File: src/sv/i2c_master_bit_sequencer_macros.svh
// Assertion macros for the I2C master bit sequencer.
// Expects clk and rst_n in the scope of each use.
`ifndef I2C_MASTER_BIT_SEQUENCER_MACROS_SVH
`define I2C_MASTER_BIT_SEQUENCER_MACROS_SVH

// Check a condition at every clock edge outside reset.
`define I2CMS_ASSERT_ALWAYS(lbl, expr, msg) \
    lbl: assert property (@(posedge clk) disable iff (!rst_n) (expr)) else $error(msg);

// Check that a trigger implies a consequence in the same cycle.
`define I2CMS_ASSERT_IMPLY(lbl, trig, cons, msg) \
    lbl: assert property (@(posedge clk) disable iff (!rst_n) (trig) |-> (cons)) else $error(msg);

// Check that a trigger implies a consequence in the next cycle.
`define I2CMS_ASSERT_NEXT(lbl, trig, cons, msg) \
    lbl: assert property (@(posedge clk) disable iff (!rst_n) (trig) |=> (cons)) else $error(msg);

`endif

File: src/sv/i2cms_pkg.sv
// Shared types and codes for the I2C master bit sequencer.
// No dependencies.
package i2cms_pkg;

    localparam logic [2:0] K_START = 3'd0;
    localparam logic [2:0] K_STOP  = 3'd1;
    localparam logic [2:0] K_SEND  = 3'd2;
    localparam logic [2:0] K_RECV  = 3'd3;
    localparam logic [2:0] K_RACK  = 3'd4;
    localparam logic [2:0] K_SACK  = 3'd5;
    localparam logic [2:0] K_TICK  = 3'd6;

    localparam logic [7:0] MSB_MASK = 8'h80;
    localparam logic [4:0] MAX_PHASES = 5'd24;

    typedef struct packed {
        logic       scl;
        logic       sda;
        logic [2:0] cmd;
        logic [4:0] phase;
        logic [7:0] shift;
        logic       ack;
        logic       busy;
    } state_t;

    typedef struct packed {
        logic       scl_level;
        logic       sda_level;
        logic       busy_res;
        logic       done_res;
        logic [7:0] rx_byte;
        logic       ack_seen;
        logic       rejected;
    } result_t;

endpackage

File: src/sv/i2cms_step.sv
// Next-state and result logic for one item of the I2C master bit sequencer.
// Depends on i2cms_pkg.
module i2cms_step
(
    input  i2cms_pkg::state_t  st,
    input  logic [2:0]         kind,
    input  logic [7:0]         tx_byte,
    input  logic               ack_bit,
    input  logic               sda_in,
    output i2cms_pkg::state_t  st_next,
    output i2cms_pkg::result_t res
);
    import i2cms_pkg::*;

    function automatic logic [4:0] seq_len(input logic [2:0] cmd);
        logic [4:0] len;
        begin
            unique case (cmd)
                K_START: len = 5'd4;
                K_SEND:  len = 5'd24;
                K_RECV:  len = 5'd18;
                default: len = 5'd3;
            endcase
            return len;
        end
    endfunction

    function automatic logic [4:0] split3(input logic [4:0] i);
        logic [4:0] base;
        logic [4:0] qr;
        begin
            qr = '0;
            for (int k = 0; k < 8; k++)
            begin
                base = 5'(3 * k);
                if (i >= base && i < base + 5'd3)
                begin
                    qr = {3'(k), 2'(i - base)};
                end
            end
            return qr;
        end
    endfunction

    function automatic state_t apply_change(input state_t s, input logic [4:0] i,
                                            input logic ackv);
        state_t     r;
        logic [4:0] qr;
        begin
            r  = s;
            qr = split3(i);
            unique case (s.cmd)
                K_START:
                begin
                    priority case (i)
                        5'd0:    r.sda = 1'b1;
                        5'd1:    r.scl = 1'b1;
                        5'd2:    r.sda = 1'b0;
                        default: r.scl = 1'b0;
                    endcase
                end
                K_STOP:
                begin
                    priority case (i)
                        5'd0:    r.sda = 1'b0;
                        5'd1:    r.scl = 1'b1;
                        default: r.sda = 1'b1;
                    endcase
                end
                K_SEND:
                begin
                    priority case (qr[1:0])
                        2'd0:    r.sda = |(s.shift & (MSB_MASK >> qr[4:2]));
                        2'd1:    r.scl = 1'b1;
                        default: r.scl = 1'b0;
                    endcase
                end
                K_RECV:
                begin
                    if (i == 5'd0)
                    begin
                        r.sda = 1'b1;
                    end
                    else if (i >= 5'd2)
                    begin
                        r.scl = ~i[0];
                    end
                end
                K_RACK:
                begin
                    priority case (i)
                        5'd0:    r.sda = 1'b1;
                        5'd1:    r.scl = 1'b1;
                        default: r.scl = 1'b0;
                    endcase
                end
                default:
                begin
                    priority case (i)
                        5'd0:    r.sda = ackv;
                        5'd1:    r.scl = 1'b1;
                        default: r.scl = 1'b0;
                    endcase
                end
            endcase
            return r;
        end
    endfunction

    state_t     nx;
    logic [4:0] p1;
    logic       done;
    logic       rej;

    always_comb
    begin
        nx   = st;
        done = 1'b0;
        rej  = 1'b0;
        p1   = st.phase + 5'd1;
        if (kind <= K_SACK)
        begin
            if (st.busy)
            begin
                rej = 1'b1;
            end
            else
            begin
                nx.cmd   = kind;
                nx.phase = '0;
                nx.busy  = 1'b1;
                if (kind == K_SEND)
                begin
                    nx.shift = tx_byte;
                end
                else if (kind == K_RECV)
                begin
                    nx.shift = '0;
                end
                nx = apply_change(nx, 5'd0, ack_bit);
            end
        end
        else if (kind == K_TICK && st.busy)
        begin
            if (st.cmd == K_RECV && st.phase >= 5'd2 && !st.phase[0])
            begin
                nx.shift = {st.shift[6:0], sda_in};
            end
            else if (st.cmd == K_RACK && st.phase == 5'd1)
            begin
                nx.ack = sda_in;
            end
            if (p1 >= seq_len(st.cmd))
            begin
                done     = 1'b1;
                nx.busy  = 1'b0;
                nx.phase = '0;
            end
            else
            begin
                nx.phase = p1;
                nx = apply_change(nx, p1, 1'b0);
            end
        end
    end

    assign st_next       = nx;
    assign res.scl_level = nx.scl;
    assign res.sda_level = nx.sda;
    assign res.busy_res  = nx.busy;
    assign res.done_res  = done;
    assign res.rx_byte   = (nx.cmd == K_RECV) ? nx.shift : 8'd0;
    assign res.ack_seen  = nx.ack;
    assign res.rejected  = rej;

endmodule

File: src/sv/i2c_master_bit_sequencer.sv
// I2C master bit sequencer: takes one command or tick per cycle and returns the pin
// drives and status after it, unless stalled. Throughput is one transfer per clock while
// no stall holds it. An input transfer lands in the input register, and one step of
// next-state logic feeds the result register, from which each result is offered.
// A stalled result holds the pipeline and stalls the input once both registers are full.
// Depends on i2cms_pkg, i2cms_step and the assertion macro header.
`include "i2c_master_bit_sequencer_macros.svh"

module i2c_master_bit_sequencer
(
    input  logic       clk,
    input  logic       rst_n,
    input  logic       in_valid,
    output logic       in_stall,
    input  logic [2:0] kind,
    input  logic [7:0] tx_byte,
    input  logic       ack_bit,
    input  logic       sda_in,
    output logic       out_valid,
    input  logic       out_stall,
    output logic       scl_level,
    output logic       sda_level,
    output logic       busy_res,
    output logic       done_res,
    output logic [7:0] rx_byte,
    output logic       ack_seen,
    output logic       rejected
);
    import i2cms_pkg::*;

    logic       s1_valid_reg;
    logic [2:0] kind_reg;
    logic [7:0] tx_byte_reg;
    logic       ack_bit_reg;
    logic       sda_in_reg;

    state_t     st_reg;
    state_t     st_next;
    result_t    res_next;
    result_t    res_reg;
    logic       out_valid_reg;

    logic       advance;
    logic       in_take;

    assign advance  = s1_valid_reg && (!out_valid_reg || !out_stall);
    assign in_stall = s1_valid_reg && !advance;
    assign in_take  = in_valid && !in_stall;

    i2cms_step u_step
    (
        .st      (st_reg),
        .kind    (kind_reg),
        .tx_byte (tx_byte_reg),
        .ack_bit (ack_bit_reg),
        .sda_in  (sda_in_reg),
        .st_next (st_next),
        .res     (res_next)
    );

    always_ff @(posedge clk or negedge rst_n)
    begin
        if (!rst_n)
        begin
            s1_valid_reg  <= 1'b0;
            out_valid_reg <= 1'b0;
            st_reg        <= '{scl: 1'b1, sda: 1'b1, cmd: 3'd0, phase: 5'd0,
                               shift: 8'd0, ack: 1'b0, busy: 1'b0};
        end
        else
        begin
            if (in_take)
            begin
                s1_valid_reg <= 1'b1;
            end
            else if (advance)
            begin
                s1_valid_reg <= 1'b0;
            end
            if (advance)
            begin
                out_valid_reg <= 1'b1;
                st_reg        <= st_next;
            end
            else if (out_valid_reg && !out_stall)
            begin
                out_valid_reg <= 1'b0;
            end
        end
    end

    always_ff @(posedge clk)
    begin
        if (in_take)
        begin
            kind_reg    <= kind;
            tx_byte_reg <= tx_byte;
            ack_bit_reg <= ack_bit;
            sda_in_reg  <= sda_in;
        end
        if (advance)
        begin
            res_reg <= res_next;
        end
    end

    assign out_valid = out_valid_reg;
    assign scl_level = res_reg.scl_level;
    assign sda_level = res_reg.sda_level;
    assign busy_res  = res_reg.busy_res;
    assign done_res  = res_reg.done_res;
    assign rx_byte   = res_reg.rx_byte;
    assign ack_seen  = res_reg.ack_seen;
    assign rejected  = res_reg.rejected;

    `I2CMS_ASSERT_IMPLY(a_done_idle, out_valid_reg && done_res, !busy_res, "done while busy")
    `I2CMS_ASSERT_IMPLY(a_done_rej, out_valid_reg && done_res, !rejected, "done with reject")
    `I2CMS_ASSERT_IMPLY(a_stall_src, in_stall, s1_valid_reg && out_valid_reg, "stall while free")
    `I2CMS_ASSERT_ALWAYS(a_phase_range, st_reg.phase < MAX_PHASES, "phase out of range")
    `I2CMS_ASSERT_NEXT(a_state_hold, !advance, $stable(st_reg), "state moved without a transfer")

endmodule
File: config.mk
export PLATFORM = sky130hd
export DESIGN_NAME = i2c_master_bit_sequencer
export DESIGN_NICKNAME = d
export VERILOG_FILES = /design/src/sv/i2cms_pkg.sv /design/src/sv/i2cms_step.sv /design/src/sv/i2c_master_bit_sequencer.sv
export VERILOG_INCLUDE_DIRS = /design/src /design/src/sv
export SDC_FILE = /design/constraint.sdc
export NUM_CORES = 1
export LEC_CHECK = 0
export BUFFER_PORTS_ARGS = -buffer_cell sky130_fd_sc_hd__clkbuf_2
export CAP_MARGIN = 20
export CORE_ASPECT_RATIO = 1.25
export CORE_UTILIZATION = 60
export DETAILED_ROUTE_END_ITERATION = 7
export GPL_TIMING_DRIVEN = 0
export PLACE_DENSITY = 0.78
export SYNTH_ARGS = -nofsm -noshare
export SYNTH_HDL_FRONTEND = slang
export SYNTH_SLANG_ARGS = --single-unit
File: constraint.sdc
create_clock -name clk -period 4.27 [get_ports clk]
set_input_delay 0 -clock clk [delete_from_list [all_inputs] [get_ports clk]]
set_output_delay 0 -clock clk [all_outputs]
set_load 0.03 [all_outputs]
==> qor.csv <==
stage;metric;value;unit
power_and_ir_drop;clock_power_share;0.191;
cells_and_area;multiInputGateArea;2090;sq um
yosys;synth_top_flop_cell;edfxtp_1;
power_and_ir_drop;sw_frac_of_total;0.394;
clock_tree;cts_buffers;5;
clock_tree;clock_latency;0.30;ns
clock_tree;cts_tree;yes;
cells_and_area;largest_reg_flops;20;
die;die_w;72.2;um
detailed_routing;wire_per_inst;18.7;um
global_routing;antenna_found_initial;0;
clock_tree;clock_path_buffers;2;
global_routing;overflow;0;
global_routing;grt_use_total;0.334;
detailed_routing;drc_errors;0;
setup_path;crit_required;4.30;ns
yosys;async_flop_share;0.449;
sta;setup_tns;0;ns
detailed_routing;drt-initial-drc-count;312;
yosys;synthCells;420;
placed_design;hpwl;7210;um
power_and_ir_drop;p_seq_frac;0.375;
detailed_routing;route.antenna.remaining_nets;0;
clock_tree;clk_pin_slew_worst_paths;0.09;ns
yosys;ys_ff_latch;49;
setup_path;startpoint_type;flop;
sta;final.period_utilization;0.845;
setup_path;r2r_end;sda_level$_DFFE_PP_;
cells_and_area;syn_to_final_growth;15.0;%
power_and_ir_drop;total_power;0.00181;W
sta;maxSlewHeadroom;0.353;
detailed_routing;wl_met2;5440;um
yosys;synth_cell_types;76;
cells_and_area;fillerInstances;448;
yosys;ys_seq_area_frac;0.369;
setup_path;path_class;reg -> reg;
power_and_ir_drop;internal_power;0.00110;W
cells_and_area;drive_above_1_share;0.193;
yosys;synth.avg_cell_area;8.80;sq um
detailed_routing;vias;3665;
detailed_routing;top_layer;met4;
global_routing;grt_max_degree;24;
power_and_ir_drop;comb_power_share;0.434;
detailed_routing;m1WireLength;3830;um
detailed_routing;routed_wirelength;10400;um
yosys;syn_area;3700;sq um
power_and_ir_drop;p_sw;0.000714;W
status;outcome;complete, no violations;
sta;tightest_slew;0.963;ns
detailed_routing;wl_met3;695;um
die;die_height;89.8;um
setup_path;cp.arrival;3.64;ns
sta;hold_viol;0;
sta;rsz0062_at_grt;no;
placed_design;place_congestion;0.926;
global_routing;grt_pass1_wl;16900;um
sta;slew_viol_final;0;
cells_and_area;seq_area;1360;sq um
cells_and_area;final_nets;502;
detailed_routing;dr.pass1.iters;5;
power_and_ir_drop;power_density;427;nW/um^2
placed_design;port_buffers;32;
cells_and_area;diodes;0;
setup_path;r2r-start;st_reg[10]$_DFFE_PN0P_;
yosys;synth_edf_count;27;
cells_and_area;final_common_cell;nand2_1;
sta;setup_viol_count_final;0;
global_routing;grt_pass1_vias;3524;
power_and_ir_drop;ir_worst_vdd;0.342;mV
clock_tree;post_cts_resized;0;
run;drv_cap;0;
clock_tree;cts-root-buf;clkbuf_8;
setup_path;cp-end-kind;flop;
setup_path;crit_fanout;10;
clock_tree;cts_num_sinks;49;
die;fp-row-count;31;
yosys;yosysWarnings;0;
die;coreArea;5860;sq um
yosys;syn_nets;446;
power_and_ir_drop;p_leak;1.73;nW
hold_path;hold_class;in -> async;
setup_path;reg2reg_depth;14;
sta;fin_crit;3.61;ns
sta;fin_skew;0.00345;ns
sta;fmax;277;MHz
setup_path;reg2reg_slack;0.66;ns
die;design.die.area;6480;sq um
die;io_pins;33;
die;start_util;0.631;
cells_and_area;final_cell_mix;46 x nand2_1, 45 x nor2_1, 32 x a21oi_1, 32 x clkbuf_2, 28 x o21ai_0;
detailed_routing;via_per_inst;6.56;
clock_tree;cts_htree_levels;2;
-- kinds of logic (layout without fill, tap and decap cells) --
group	after synthesis	count (layout)	synth area share
adder cells (fa/ha/maj)	10	10	0.0335
AND/OR/NAND/NOR	159	159	0.216
flip-flops	49	49	0.369
multiplexers	8	8	0.0227
XOR/XNOR	6	6	0.0203
AO/OA/AOI/OAI	144	144	0.273
buffers and inverters	44	101	0.0657
-- worst max-delay path, cell delays in order, from the launching register on --
cell and delay (ns):
dfrtp_1 0.45, buf_6 0.17, clkbuf_8 0.17, inv_1 0.09, ha_1 0.31, buf_2 0.22, and2b_2 0.21, nor2_1 0.05
a221o_1 0.38, a21oi_4 0.24, nor3_4 0.11, or3_2 0.46, o221ai_1 0.10, a2111o_1 0.23, nand4_1 0.13
-- through the flow --
step	hold WS [ns]	setup slack, ns	instance area, sq um	utilization	instances
floorplan	-0.296	1.11	3700	-	420
global placement	0.0328	0.730	3960	0.676	534
detailed placement	0.0297	0.719	3960	0.676	534
CTS	0.241	0.693	4240	0.724	558
global route	0.283	0.414	4250	0.726	559
finish	0.223	0.661	4250	0.726	559
-- layout make-up --
cell class                      instances  area share
Clock buffer                            6      0.0194
Sequential cell                        49       0.321
Inverter                               13      0.0115
Tap cell                               82      0.0241
Timing Repair Buffer                   49      0.0780
Clock inverter                          2     0.00883
Multi-Input combinational cell        327       0.492
Buffer                                 31      0.0456
-- synth_stat cells, types with 3 or more instances --
cell type   n  area share
o211ai_1    3      0.0061
a22oi_1     7       0.014
buf_6       4       0.012
mux2i_1     5       0.014
nor3_1     10       0.014
nor3b_1     3      0.0061
a32oi_1     3      0.0071
o31ai_1     4      0.0081
a21o_1      4      0.0081
nor2b_1     3      0.0051
buf_2       7      0.0095
dfrtp_1    20        0.14
a211oi_1    3      0.0061
ha_1        9       0.030
edfxtp_1   27        0.22
or3_1       3      0.0051
buf_4       5       0.010
clkbuf_1   12       0.012
inv_1      12       0.012
nand3_1    13       0.018
a31oi_1     7       0.012
nand2b_1    9       0.015
mux2_2      3      0.0091
o22ai_1    13       0.022
xnor2_2     3       0.013
o21ai_0    28       0.038
a22o_1      7       0.017
and2_1      3      0.0051
and3_1      7       0.012
nand2_1    46       0.047
xnor2_1     3      0.0071
o31a_1      3      0.0071
nor2_1     45       0.046
a21oi_1    32       0.043
-- timing repair --
action,4_1_cts,5_1_grt
buffers inserted,0,0
hold buffers,16,0
hold endpoints to repair,35,0
-- layer usage --
layer / track usage / vias up
met5: 0 / -
met4: 0.167 / 0
met1: 0.393 / 1738
met2: 0.586 / 212
li1: - / 1678
met3: 0.0404 / 37
-- how the worst max path moves through the flow --
stage / from / to / slack [ns]
6_report: st_reg[10]$_DFFE_PN0P_ / sda_level$_DFFE_PP_ / 0.66
2_1_floorplan: st_reg[10]$_DFFE_PN0P_ / sda_level$_DFFE_PP_ / 1.11
5_1_grt: st_reg[10]$_DFFE_PN0P_ / sda_level$_DFFE_PP_ / 0.41
4_1_cts: st_reg[10]$_DFFE_PN0P_ / sda_level$_DFFE_PP_ / 0.69
3_5_place_dp: st_reg[10]$_DFFE_PN0P_ / sda_level$_DFFE_PP_ / 0.72
3_3_place_gp: st_reg[10]$_DFFE_PN0P_ / sda_level$_DFFE_PP_ / 0.73
-- power groups by stage --
stage,Sequential (W),Combinational (W),Clock (W)
floorplan,0.000696,0.000551,0
CTS,0.000675,0.000770,0.000345
global placement,0.000679,0.000735,0
global route,0.000690,0.000863,0.000366
detailed placement,0.000684,0.000752,0
finish,0.000680,0.000787,0.000346
(Power assumes the default switching activity.)
